File: src/hw/rtl/rpsa_pkg.sv
// Shared constants, command codes and handshake structs for the region probe
// slot allocator. Depends on nothing; used by rpsa_mod_unit and the top level.
`timescale 1ns / 1ps

package rpsa_pkg;

  // Table geometry
  localparam int unsigned TABLE_ENTRIES  = 4096;
  localparam int unsigned REGION_ENTRIES = 64;
  localparam int unsigned BLOCK_BITS     = 32;

  localparam int unsigned IDX_W  = $clog2(TABLE_ENTRIES);
  localparam int unsigned REG_W  = $clog2(REGION_ENTRIES);
  localparam int unsigned ROWS   = TABLE_ENTRIES / REGION_ENTRIES;
  localparam int unsigned ROW_W  = IDX_W - REG_W;
  localparam int unsigned CNT_W  = 13;
  localparam int unsigned FP_W   = 64;
  localparam int unsigned BLK_W  = 32;
  localparam int unsigned CMD_W  = 2;

  // Remainder unit: bits of the fingerprint retired per cycle
  localparam int unsigned DIV_BITS  = 8;
  localparam int unsigned DIV_STEPS = FP_W / DIV_BITS;
  localparam int unsigned DIV_CW    = (DIV_STEPS > 1) ? $clog2(DIV_STEPS) : 1;

  // Region search: bits of the rotated free map inspected per cycle
  localparam int unsigned SEARCH_W     = (REGION_ENTRIES < 8) ? REGION_ENTRIES : 8;
  localparam int unsigned SEARCH_STEPS = REGION_ENTRIES / SEARCH_W;
  localparam int unsigned SEARCH_CW    = (SEARCH_STEPS > 1) ? $clog2(SEARCH_STEPS) : 1;
  localparam int unsigned SEARCH_PW    = (SEARCH_W > 1) ? $clog2(SEARCH_W) : 1;

  // Commands
  localparam logic [CMD_W-1:0] CMD_ALLOC = 2'd0;
  localparam logic [CMD_W-1:0] CMD_WRITE = 2'd1;
  localparam logic [CMD_W-1:0] CMD_FREE  = 2'd2;

  // Register map
  localparam int unsigned     APB_AW       = 3;
  localparam logic [APB_AW-1:0] REG_ENTRY_COUNT = 3'd0;
  localparam logic [CNT_W-1:0]  ENTRY_COUNT_RST = CNT_W'(TABLE_ENTRIES);

  // Remainder unit request and response
  typedef struct packed {
    logic             start;
    logic [FP_W-1:0]  dividend;
    logic [CNT_W-1:0] divisor;
  } mod_req_t;

  typedef struct packed {
    logic             done;
    logic [IDX_W-1:0] rem;
  } mod_rsp_t;

endpackage

File: src/hw/rtl/rpsa_ram.sv
// Generic single-write, single-read synchronous RAM with registered read data.
// No dependencies.
`timescale 1ns / 1ps

module rpsa_ram #(
  parameter int unsigned WIDTH = 64,
  parameter int unsigned DEPTH = 64
) (
  input  logic                     clk_i,
  input  logic                     we_i,
  input  logic [$clog2(DEPTH)-1:0] waddr_i,
  input  logic [WIDTH-1:0]         wdata_i,
  input  logic                     re_i,
  input  logic [$clog2(DEPTH)-1:0] raddr_i,
  output logic [WIDTH-1:0]         rdata_o
);

  logic [WIDTH-1:0] mem_q [DEPTH];
  logic [WIDTH-1:0] rdata_q;

  // Write port
  always_ff @(posedge clk_i) begin
    if (we_i) begin
      mem_q[waddr_i] <= wdata_i;
    end
  end

  // Registered read port
  always_ff @(posedge clk_i) begin
    if (re_i) begin
      rdata_q <= mem_q[raddr_i];
    end
  end

  assign rdata_o = rdata_q;

endmodule

File: src/hw/rtl/rpsa_mod_unit.sv
// Iterative remainder unit: fingerprint modulo entry count, DIV_BITS bits
// per cycle, most significant first. Depends on rpsa_pkg.
`timescale 1ns / 1ps

module rpsa_mod_unit (
  input  logic              clk_i,
  input  logic              rst_ni,
  input  rpsa_pkg::mod_req_t req_i,
  output rpsa_pkg::mod_rsp_t rsp_o
);

  import rpsa_pkg::*;

  logic              busy_q, busy_d;
  logic [DIV_CW-1:0] cnt_q, cnt_d;
  logic [FP_W-1:0]   dvd_q, dvd_d;
  logic [CNT_W-1:0]  div_q, div_d;
  logic [IDX_W-1:0]  rem_q, rem_d;
  logic [IDX_W-1:0]  rem_step;
  logic [IDX_W:0]    trial;
  logic              last;

  // DIV_BITS restoring steps on the narrow partial remainder
  always_comb begin
    rem_step = rem_q;
    trial    = '0;
    for (int i = 0; i < int'(DIV_BITS); i++) begin
      trial = {rem_step, dvd_q[FP_W-1-i]};
      if (trial >= (IDX_W+1)'(div_q)) begin
        trial = trial - (IDX_W+1)'(div_q);
      end
      rem_step = trial[IDX_W-1:0];
    end
  end

  assign last = (cnt_q == DIV_CW'(DIV_STEPS - 1));

  // Sequencing
  always_comb begin
    busy_d = busy_q;
    cnt_d  = cnt_q;
    dvd_d  = dvd_q;
    div_d  = div_q;
    rem_d  = rem_q;
    if (req_i.start) begin
      busy_d = 1'b1;
      cnt_d  = '0;
      dvd_d  = req_i.dividend;
      div_d  = req_i.divisor;
      rem_d  = '0;
    end else if (busy_q) begin
      rem_d = rem_step;
      dvd_d = dvd_q << DIV_BITS;
      cnt_d = cnt_q + 1'b1;
      if (last) begin
        busy_d = 1'b0;
      end
    end
  end

  always_ff @(posedge clk_i or negedge rst_ni) begin
    if (!rst_ni) begin
      busy_q <= 1'b0;
      cnt_q  <= '0;
    end else begin
      busy_q <= busy_d;
      cnt_q  <= cnt_d;
    end
  end

  always_ff @(posedge clk_i) begin
    dvd_q <= dvd_d;
    div_q <= div_d;
    rem_q <= rem_d;
  end

  assign rsp_o.done = busy_q && last;
  assign rsp_o.rem  = rem_step;

endmodule

File: src/hw/rtl/region_probe_slot_allocator_core.sv
// Top level of the region probe slot allocator: stream ports, APB register,
// occupancy bitmap RAM and command sequencer. Depends on rpsa_pkg, rpsa_ram
// and rpsa_mod_unit.
//
// Usage: one request per beat on the s_axis side (tuser = command, tdata =
// fingerprint, entry_index, block_number); exactly one result per request on
// the m_axis side (tdata = slot_index, tuser = region_exhausted, misuse).
// Requests are handled one at a time. After the accept, alloc passes the
// remainder unit (8 bits of the fingerprint per cycle), the bitmap row read,
// the region search (8 entries per cycle) and the hand off to the result
// register; write and free pass the row read, the modify and write back and
// the hand off, an unknown command only the hand off. The next request is
// taken the cycle after the previous one has reached the output register, so
// a stalled receiver holds at most one finished result while the next
// request is already being worked on; a second result waits inside. The
// occupancy is one bit per entry, one RAM row per region; a row valid flag
// per row, cleared at reset, makes the whole table read free right after
// reset with no clearing pass. entry_count resets to 4096; the user writes
// it through the APB port only while the block is idle; it is not enforced.
`timescale 1ns / 1ps

module region_probe_slot_allocator_core (
  input  logic         clk_i,
  input  logic         rst_ni,
  // APB register port
  input  logic         psel,
  input  logic         penable,
  input  logic         pwrite,
  input  logic [2:0]   paddr,
  input  logic [31:0]  pwdata,
  output logic [31:0]  prdata,
  output logic         pready,
  // Request stream
  input  logic         s_axis_tvalid,
  output logic         s_axis_tready,
  // [63:0] fingerprint, [75:64] entry_index, [107:76] block_number, [111:108] zero
  input  logic [111:0] s_axis_tdata,
  // [1:0] command
  input  logic [1:0]   s_axis_tuser,
  // Result stream
  output logic         m_axis_tvalid,
  input  logic         m_axis_tready,
  // [11:0] slot_index, [15:12] zero
  output logic [15:0]  m_axis_tdata,
  // [0] region_exhausted, [1] misuse
  output logic [1:0]   m_axis_tuser
);

  import rpsa_pkg::*;

  localparam logic [2:0] ST_IDLE   = 3'd0;
  localparam logic [2:0] ST_DIV    = 3'd1;
  localparam logic [2:0] ST_RD     = 3'd2;
  localparam logic [2:0] ST_LOAD   = 3'd3;
  localparam logic [2:0] ST_SEARCH = 3'd4;
  localparam logic [2:0] ST_OUT    = 3'd5;

  // Request fields
  logic [CMD_W-1:0] in_cmd;
  logic [FP_W-1:0]  in_fp;
  logic [IDX_W-1:0] in_idx;
  logic [BLK_W-1:0] in_blk;
  logic             in_acc;

  assign in_cmd = s_axis_tuser;
  assign in_fp  = s_axis_tdata[FP_W-1:0];
  assign in_idx = s_axis_tdata[FP_W +: IDX_W];
  assign in_blk = s_axis_tdata[FP_W+IDX_W +: BLK_W];

  // Register port
  logic [CNT_W-1:0] entry_count_q;
  logic             cfg_wr;

  assign pready = 1'b1;
  assign cfg_wr = psel && penable && pwrite && pready && (paddr[2] == REG_ENTRY_COUNT[2]);
  assign prdata = (paddr[2] == REG_ENTRY_COUNT[2]) ? {{(32-CNT_W){1'b0}}, entry_count_q} : '0;

  always_ff @(posedge clk_i or negedge rst_ni) begin
    if (!rst_ni) begin
      entry_count_q <= ENTRY_COUNT_RST;
    end else if (cfg_wr) begin
      entry_count_q <= pwdata[CNT_W-1:0];
    end
  end

  // Zero or oversized count means the full table
  logic [CNT_W-1:0] eff_count;
  assign eff_count = (entry_count_q == '0 || entry_count_q > CNT_W'(TABLE_ENTRIES))
                   ? CNT_W'(TABLE_ENTRIES) : entry_count_q;

  // Sequencer state
  logic [2:0]           state_q, state_d;
  logic [CMD_W-1:0]     cmd_q, cmd_d;
  logic                 blk_zero_q, blk_zero_d;
  logic [ROW_W-1:0]     row_q, row_d;
  logic [REG_W-1:0]     bit_q, bit_d;
  logic [REGION_ENTRIES-1:0] rot_q, rot_d;
  logic [SEARCH_CW-1:0] grp_q, grp_d;
  logic [IDX_W-1:0]     res_slot_q, res_slot_d;
  logic                 res_full_q, res_full_d;
  logic                 res_bad_q, res_bad_d;
  logic [ROWS-1:0]      row_vld_q, row_vld_d;

  // Output register
  logic             out_vld_q, out_vld_d;
  logic [IDX_W-1:0] out_slot_q, out_slot_d;
  logic             out_full_q, out_full_d;
  logic             out_bad_q, out_bad_d;

  // Remainder unit
  mod_req_t mod_req;
  mod_rsp_t mod_rsp;

  rpsa_mod_unit u_mod (
    .clk_i  (clk_i),
    .rst_ni (rst_ni),
    .req_i  (mod_req),
    .rsp_o  (mod_rsp)
  );

  // Occupancy bitmap, one region per row
  logic                      ram_we, ram_re;
  logic [REGION_ENTRIES-1:0] ram_wdata, ram_rdata;

  rpsa_ram #(
    .WIDTH (REGION_ENTRIES),
    .DEPTH (ROWS)
  ) u_occ_ram (
    .clk_i   (clk_i),
    .we_i    (ram_we),
    .waddr_i (row_q),
    .wdata_i (ram_wdata),
    .re_i    (ram_re),
    .raddr_i (row_q),
    .rdata_o (ram_rdata)
  );

  // Row contents as seen after read; unwritten rows are all free
  logic [REGION_ENTRIES-1:0]   row_occ, free_map;
  logic [2*REGION_ENTRIES-1:0] free_dbl;
  assign row_occ  = row_vld_q[row_q] ? ram_rdata : '0;
  assign free_map = ~row_occ;
  assign free_dbl = {free_map, free_map} >> bit_q;

  // Search window: one group of the rotated free map
  logic [SEARCH_W-1:0]  grp_bits;
  logic [SEARCH_PW-1:0] grp_pos;
  logic [REG_W-1:0]     hit_off;
  assign grp_bits = rot_q[grp_q*SEARCH_W +: SEARCH_W];

  always_comb begin
    grp_pos = '0;
    for (int i = SEARCH_W - 1; i >= 0; i--) begin
      if (grp_bits[i]) begin
        grp_pos = SEARCH_PW'(i);
      end
    end
  end

  assign hit_off = REG_W'(REG_W'(grp_q) * REG_W'(SEARCH_W) + REG_W'(grp_pos));

  assign s_axis_tready = (state_q == ST_IDLE);
  assign in_acc        = s_axis_tvalid && s_axis_tready;

  // Command sequencer
  always_comb begin
    state_d    = state_q;
    cmd_d      = cmd_q;
    blk_zero_d = blk_zero_q;
    row_d      = row_q;
    bit_d      = bit_q;
    rot_d      = rot_q;
    grp_d      = grp_q;
    res_slot_d = res_slot_q;
    res_full_d = res_full_q;
    res_bad_d  = res_bad_q;
    row_vld_d  = row_vld_q;
    out_vld_d  = out_vld_q && !m_axis_tready;
    out_slot_d = out_slot_q;
    out_full_d = out_full_q;
    out_bad_d  = out_bad_q;
    ram_we     = 1'b0;
    ram_re     = 1'b0;
    ram_wdata  = row_occ;

    mod_req.start    = 1'b0;
    mod_req.dividend = in_fp;
    mod_req.divisor  = eff_count;

    unique case (state_q)
      ST_IDLE: begin
        if (in_acc) begin
          cmd_d      = in_cmd;
          blk_zero_d = (in_blk[BLOCK_BITS-1:0] == '0);
          row_d      = in_idx[IDX_W-1:REG_W];
          bit_d      = in_idx[REG_W-1:0];
          res_slot_d = '0;
          res_full_d = 1'b0;
          res_bad_d  = 1'b0;
          if (in_cmd == CMD_ALLOC) begin
            mod_req.start = 1'b1;
            state_d       = ST_DIV;
          end else if (in_cmd == CMD_WRITE || in_cmd == CMD_FREE) begin
            state_d = ST_RD;
          end else begin
            state_d = ST_OUT;
          end
        end
      end
      ST_DIV: begin
        if (mod_rsp.done) begin
          row_d   = mod_rsp.rem[IDX_W-1:REG_W];
          bit_d   = mod_rsp.rem[REG_W-1:0];
          state_d = ST_RD;
        end
      end
      ST_RD: begin
        ram_re  = 1'b1;
        state_d = ST_LOAD;
      end
      ST_LOAD: begin
        if (cmd_q == CMD_ALLOC) begin
          rot_d   = free_dbl[REGION_ENTRIES-1:0];
          grp_d   = '0;
          state_d = ST_SEARCH;
        end else if (cmd_q == CMD_WRITE) begin
          if (row_occ[bit_q] || blk_zero_q) begin
            res_bad_d = 1'b1;
          end else begin
            ram_we           = 1'b1;
            ram_wdata[bit_q] = 1'b1;
            row_vld_d[row_q] = 1'b1;
          end
          state_d = ST_OUT;
        end else begin
          ram_we           = 1'b1;
          ram_wdata[bit_q] = 1'b0;
          row_vld_d[row_q] = 1'b1;
          state_d          = ST_OUT;
        end
      end
      ST_SEARCH: begin
        if (grp_bits != '0) begin
          res_slot_d = {row_q, REG_W'(bit_q + hit_off)};
          state_d    = ST_OUT;
        end else if (grp_q == SEARCH_CW'(SEARCH_STEPS - 1)) begin
          res_full_d = 1'b1;
          state_d    = ST_OUT;
        end else begin
          grp_d = grp_q + 1'b1;
        end
      end
      ST_OUT: begin
        if (!out_vld_q || m_axis_tready) begin
          out_vld_d  = 1'b1;
          out_slot_d = res_slot_q;
          out_full_d = res_full_q;
          out_bad_d  = res_bad_q;
          state_d    = ST_IDLE;
        end
      end
      default: begin
        state_d = ST_IDLE;
      end
    endcase
  end

  // Control registers
  always_ff @(posedge clk_i or negedge rst_ni) begin
    if (!rst_ni) begin
      state_q   <= ST_IDLE;
      row_vld_q <= '0;
      out_vld_q <= 1'b0;
    end else begin
      state_q   <= state_d;
      row_vld_q <= row_vld_d;
      out_vld_q <= out_vld_d;
    end
  end

  // Payload registers
  always_ff @(posedge clk_i) begin
    cmd_q      <= cmd_d;
    blk_zero_q <= blk_zero_d;
    row_q      <= row_d;
    bit_q      <= bit_d;
    rot_q      <= rot_d;
    grp_q      <= grp_d;
    res_slot_q <= res_slot_d;
    res_full_q <= res_full_d;
    res_bad_q  <= res_bad_d;
    out_slot_q <= out_slot_d;
    out_full_q <= out_full_d;
    out_bad_q  <= out_bad_d;
  end

  assign m_axis_tvalid = out_vld_q;
  assign m_axis_tdata  = {{(16-IDX_W){1'b0}}, out_slot_q};
  assign m_axis_tuser  = {out_bad_q, out_full_q};

`ifndef SYNTHESIS
  // The bitmap is only written in the modify step of a write or free
  assert property (@(posedge clk_i) disable iff (!rst_ni)
    ram_we |-> (state_q == ST_LOAD && cmd_q != CMD_ALLOC))
    else $error("bitmap write outside read-modify-write");

  // A full region reports slot zero
  assert property (@(posedge clk_i) disable iff (!rst_ni)
    (m_axis_tvalid && m_axis_tuser[0]) |-> (m_axis_tdata == '0))
    else $error("full region with nonzero slot");

  // Full region and misuse never come together
  assert property (@(posedge clk_i) disable iff (!rst_ni)
    m_axis_tvalid |-> !(m_axis_tuser[0] && m_axis_tuser[1]))
    else $error("full region and misuse both set");

  // One request at a time
  assert property (@(posedge clk_i) disable iff (!rst_ni)
    in_acc |=> !s_axis_tready)
    else $error("second request taken while busy");

  // Remainder result only arrives while waiting for it
  assert property (@(posedge clk_i) disable iff (!rst_ni)
    mod_rsp.done |-> (state_q == ST_DIV))
    else $error("remainder done outside divide phase");
`endif

endmodule

File: config.mk
export PLATFORM = sky130hd
export DESIGN_NAME = region_probe_slot_allocator_core
export DESIGN_NICKNAME = d
export VERILOG_FILES = /design/src/hw/rtl/rpsa_pkg.sv /design/src/hw/rtl/rpsa_ram.sv /design/src/hw/rtl/rpsa_mod_unit.sv /design/src/hw/rtl/region_probe_slot_allocator_core.sv
export SDC_FILE = /design/constraint.sdc
export NUM_CORES = 2
export LEC_CHECK = 0
export BUFFER_PORTS_ARGS = -buffer_cell sky130_fd_sc_hd__buf_2
export CORE_MARGIN = 3
export CORE_UTILIZATION = 63
export CTS_CLUSTER_DIAMETER = 200
export DETAILED_ROUTE_END_ITERATION = 10
export GPL_ROUTABILITY_DRIVEN = 0
export PLACE_DENSITY = 0.9
export SLEW_MARGIN = 15
export SYNTH_ARGS = -nofsm -noshare
export SYNTH_HDL_FRONTEND = slang
export SYNTH_SLANG_ARGS = --single-unit
File: constraint.sdc
create_clock -name clk_i -period 20.8 [get_ports clk_i]
set_input_delay 2.08 -clock clk_i [delete_from_list [all_inputs] [get_ports clk_i]]
set_output_delay 2.08 -clock clk_i [all_outputs]
set_load 0.01 [all_outputs]
==> results of run 1 <==
stage by stage:
step	util [%]	instances	setup WS, ns	area [µm²]	hold slack [ns]
floorplan	-	10690	4.454	174900	0.4003
global placement	66.02	14146	1.993	181400	0.4046
detailed placement	66.04	14148	1.103	181500	0.4045
CTS	70.79	14882	1.026	194500	0.4209
cell families after synthesis:
kind of cell	after synthesis	synth area share, %
DFF	4444	76.03
xor gates and xnor gates	73	0.3657
muxes	569	4.083
buffers and inverters	800	1.834
other	2	0.004296
AOI/OAI and AO/OA	3037	12.51
and+or+nand+nor	1619	4.253
adders and majority gates	124	0.9262
==> flow_summary.toml, run 1 <==
[place]
portBuffers = 159
hpwlAfterDp_um = 314700

[synthesis]
synth_top_cell_by_area = "edfxtp_1"
syn_avg_cell_area_um2 = 16.39
ys_seq_elements = 4444
ys_warn_count = 0
syn-cell-area_um2 = 174800
synth_cell_types = 74
syn_inst = 10668
synth-async-reset-ratio_pct = 1.913
synth_common_cells = "edfxtp_1, a22oi_1, nor2_1, nand2_1, a21oi_1"
synthTopCellsByArea = "edfxtp_1, a22oi_1, a221oi_1, mux2i_1, a21oi_1"
ys_seq_area_share_pct = 76.03
synth_edf_count = 4347
netlist.area_leader.share_pct = 74.67
synth.most_common_cell = "edfxtp_1"
ys.flop_type = "edfxtp_1"

[clock_tree]
holdBufCountCts = 0
cts_resized = 0
post_cts_buffers = 0
htree_levels = 5
clock_path_buffers = 4
clock-sinks = 4444
numCtsBuffers = 416
clock_tree.root_cell = "clkbuf_16"

[die]
die_w_um = 532.8
die-height_um = 532.8
start_util_pct = 63.61
rows = 192
ios = 209

[run_status]
error = "[ERROR GRT-0183] Net _01208_: the 3D maze router ran out of legal paths (heap underflow) - the net is boxed in by local congestion or blockages."
outcome = "stopped before the end"
stop_stage = "5_1_grt"

[sta]
endpoint_type = "register data pin"
grt_repair_worst_endpoint = "row_q[1]$_DFFE_PP_/D"

[global_route]
antenna_found_initial = 85
grt_max_degree = 121
==> inputs of run 2 (changes only) <==
- CORE_UTILIZATION: 63 -> 40
- CTS_CLUSTER_DIAMETER: 200 -> default
- PLACE_DENSITY: 0.9 -> default
- PLACE_DENSITY_LB_ADDON: default -> 0.15
==> run 2 against run 1 <==
Compared with the run above:
- the flow now finishes without violations
- area after synthesis unchanged
- synthesized cell count unchanged
==> flow_summary.toml, run 2 <==
[sta]
tns_ns = 0
slew_viol_final = 0
fmax_mhz = 50.96
max_slew_margin_pct = 9.254
min_period_over_period_pct = 94.35
worst_clock_skew_ns = 0.06884
rsz0062_at_grt = "false"
finalHoldViolCount = 0
setup_viol = 0
period_minus_slack_ns = 19.62
worstMarginPinSlew_ns = 1.361

[critical_path]
cpMaxStageDelayCell = "nor2_1"
crit_buf_inv = 3
reg2reg_from = "u_mod.div_q[2]"
max_stage_delay_ns = 0.57
crit_path_end_kind = "register"
crit_family = "compound AO/OA/AOI/OAI gates"
critPathRequiredTime_ns = 21.55
crit_top_cell = "ha_1"
cp-start-kind = "register"
crit_start = "u_mod.div_q[2]"
worstSetupPathType = "register to register"
worstPathArrival_ns = 20.37
crit_fanout = 19

[synthesis]
synthTopCellsByArea = "edfxtp_1, a22oi_1, a221oi_1, mux2i_1, a21oi_1"
synth.mux.area_fraction_pct = 4.083
synth_top_cell_by_area = "edfxtp_1"
synth_top_family_by_area = "compound AO/OA/AOI/OAI gates"
synth_edf_count = 4347
synth_simple_gate_area_share_pct = 4.253
ys.flop_type = "edfxtp_1"
syn-cell-area_um2 = 174800
ys_seq_elements = 4444
synth_cell_types = 74
ys_warn_count = 0
ys_seq_area_share_pct = 76.03
synth_common_cells = "edfxtp_1, a22oi_1, nor2_1, nand2_1, a21oi_1"
syn_inst = 10668
synth.most_common_cell = "edfxtp_1"
synth-async-reset-ratio_pct = 1.913
synthAdderAreaFrac_pct = 0.9262
synth-xor-area-share_pct = 0.3657
synth_compound_area_share_pct = 12.51
netlist.area_leader.share_pct = 74.67
syn_avg_cell_area_um2 = 16.39

[clock_tree]
clock_path_buffers = 4
clock_tree.root_cell = "clkbuf_16"
path_clk_slew_ns = 0.06
holdBufCountCts = 0
numCtsBuffers = 451
cts_tree = "yes"
clock-sinks = 4444
clock_latency_ns = 1.05
htree_levels = 5

[global_route]
grt_usage_pct = 29.77
antenna_found_initial = 51
grt_first_pass_wirelength_um = 917100
first_global_vias = 106883
overflow = 0
grt_max_degree = 111

[die]
ios = 209
start_util_pct = 40.20
die-height_um = 667.1
die_w_um = 667.1
rows = 242
coreArea_um2 = 434800
dieArea_um2 = 445000

[final_layout]
layout_common_cells = "edfxtp_1, a22oi_1, nand2_1, a221oi_1, clkbuf_16"
areaGrowthSynthToFinish_pct = 14.21
final_common_cell = "edfxtp_1"
drive_above_1_share_pct = 15.58
postLayoutCoreUtil_pct = 45.92
nets = 11285
largest_reg_flops = 4096
fillCellCount = 37276
largest_register = "u_occ_ram.mem_q"

[drt]
vias = 112907
drt.antenna.violating_nets = 0
wirelength_um = 681200
first_iter_violations = 18612
wl_per_cell_um = 39.75
drc = 0
viasPerCell = 6.587
first_pass_iters = 9

[place]
portBuffers = 159
hpwlAfterDp_um = 366900

[run_status]
outcome = "complete, no violations"

[job]
drv_cap = 0

[min_path]
min-delay-start = "res_slot_q[5]"
min_path_type = "register to register"
[run 2: cell counts after synthesis]
No cell type changed its count.
[run 2: layer usage]
metal	vias to the layer above	GRT usage, %	routed length (µm)
li1	44323	-	-
met1	59214	41.04	263700
met2	7927	46.20	308000
met3	1425	6.022	76870
met4	18	12.20	32550
met5	-	0	115
[run 2: through the flow]
stage / instance area [µm²] / hold slack, ns / setup slack, ns / instances
after floorplan: 174900 / 0.4003 / 4.454 / 10690
after global placement: 184700 / 0.4136 / 1.162 / 16282
after detailed placement: 184700 / 0.4090 / 0.6511 / 16282
after CTS: 199500 / 0.4261 / 0.5697 / 17115
after global routing: 199600 / 0.4377 / 0.08146 / 17121
final: 199700 / 0.4207 / 1.176 / 17140
[run 2: logic make-up after synthesis]
group                      count (synthesis)
xor gates and xnor gates                  73
muxes                                    569
buffers and inverters                    800
DFF                                     4444
AOI/OAI and AO/OA                       3037
adders and majority gates                124
and+or+nand+nor                         1619
other                                      2
[run 2: worst paths after layout]
check / cells past startpoint / to / slack (ns)
hold / removal: 0 / out_slot_q[5] / 0.42
min in group asynchronous: 1 / row_vld_q[41] / 0.99
setup / recovery: 64 / bit_q[1] / 1.18
hold reg to reg: 0 / out_slot_q[5] / 0.42
max in group asynchronous: 2 / entry_count_q[11] / 18.57
setup reg to reg: 64 / bit_q[1] / 1.18
[run 2: final cells by class]
type,count,area [µm²],area share (%)
Clock buffer,557,11850,5.935
Antenna cell,21,52.55,0.02632
Timing Repair Buffer,585,4342,2.175
Clock inverter,276,2897,1.451
Multi-Input combinational cell,5446,40150,20.11
Tap cell,5734,7174,3.593
Sequential cell,4444,132900,66.57
Inverter,77,289.0,0.1448
[run 2: worst register-to-register path: cells and delay by family, from the launching register on]
family	cells	cell delay (ns)
compound gates	39	10.58
fa+ha+maj	8	2.84
buf+inv	3	0.90
flops	1	0.38
mux	5	2.05
simple gates	9	2.60
[run 2: timing repair]
action / 4_1_cts / 5_1_grt
setup endpoints to repair: 0 / 24
gates resized for setup: 0 / 6
hold endpoints to repair: 0 / 0
setup buffers: 0 / 0
Power of run 2 is left out: the tool's default activity adds up to more than one toggle a clock period on the data nets, which glitch-free logic cannot reach.
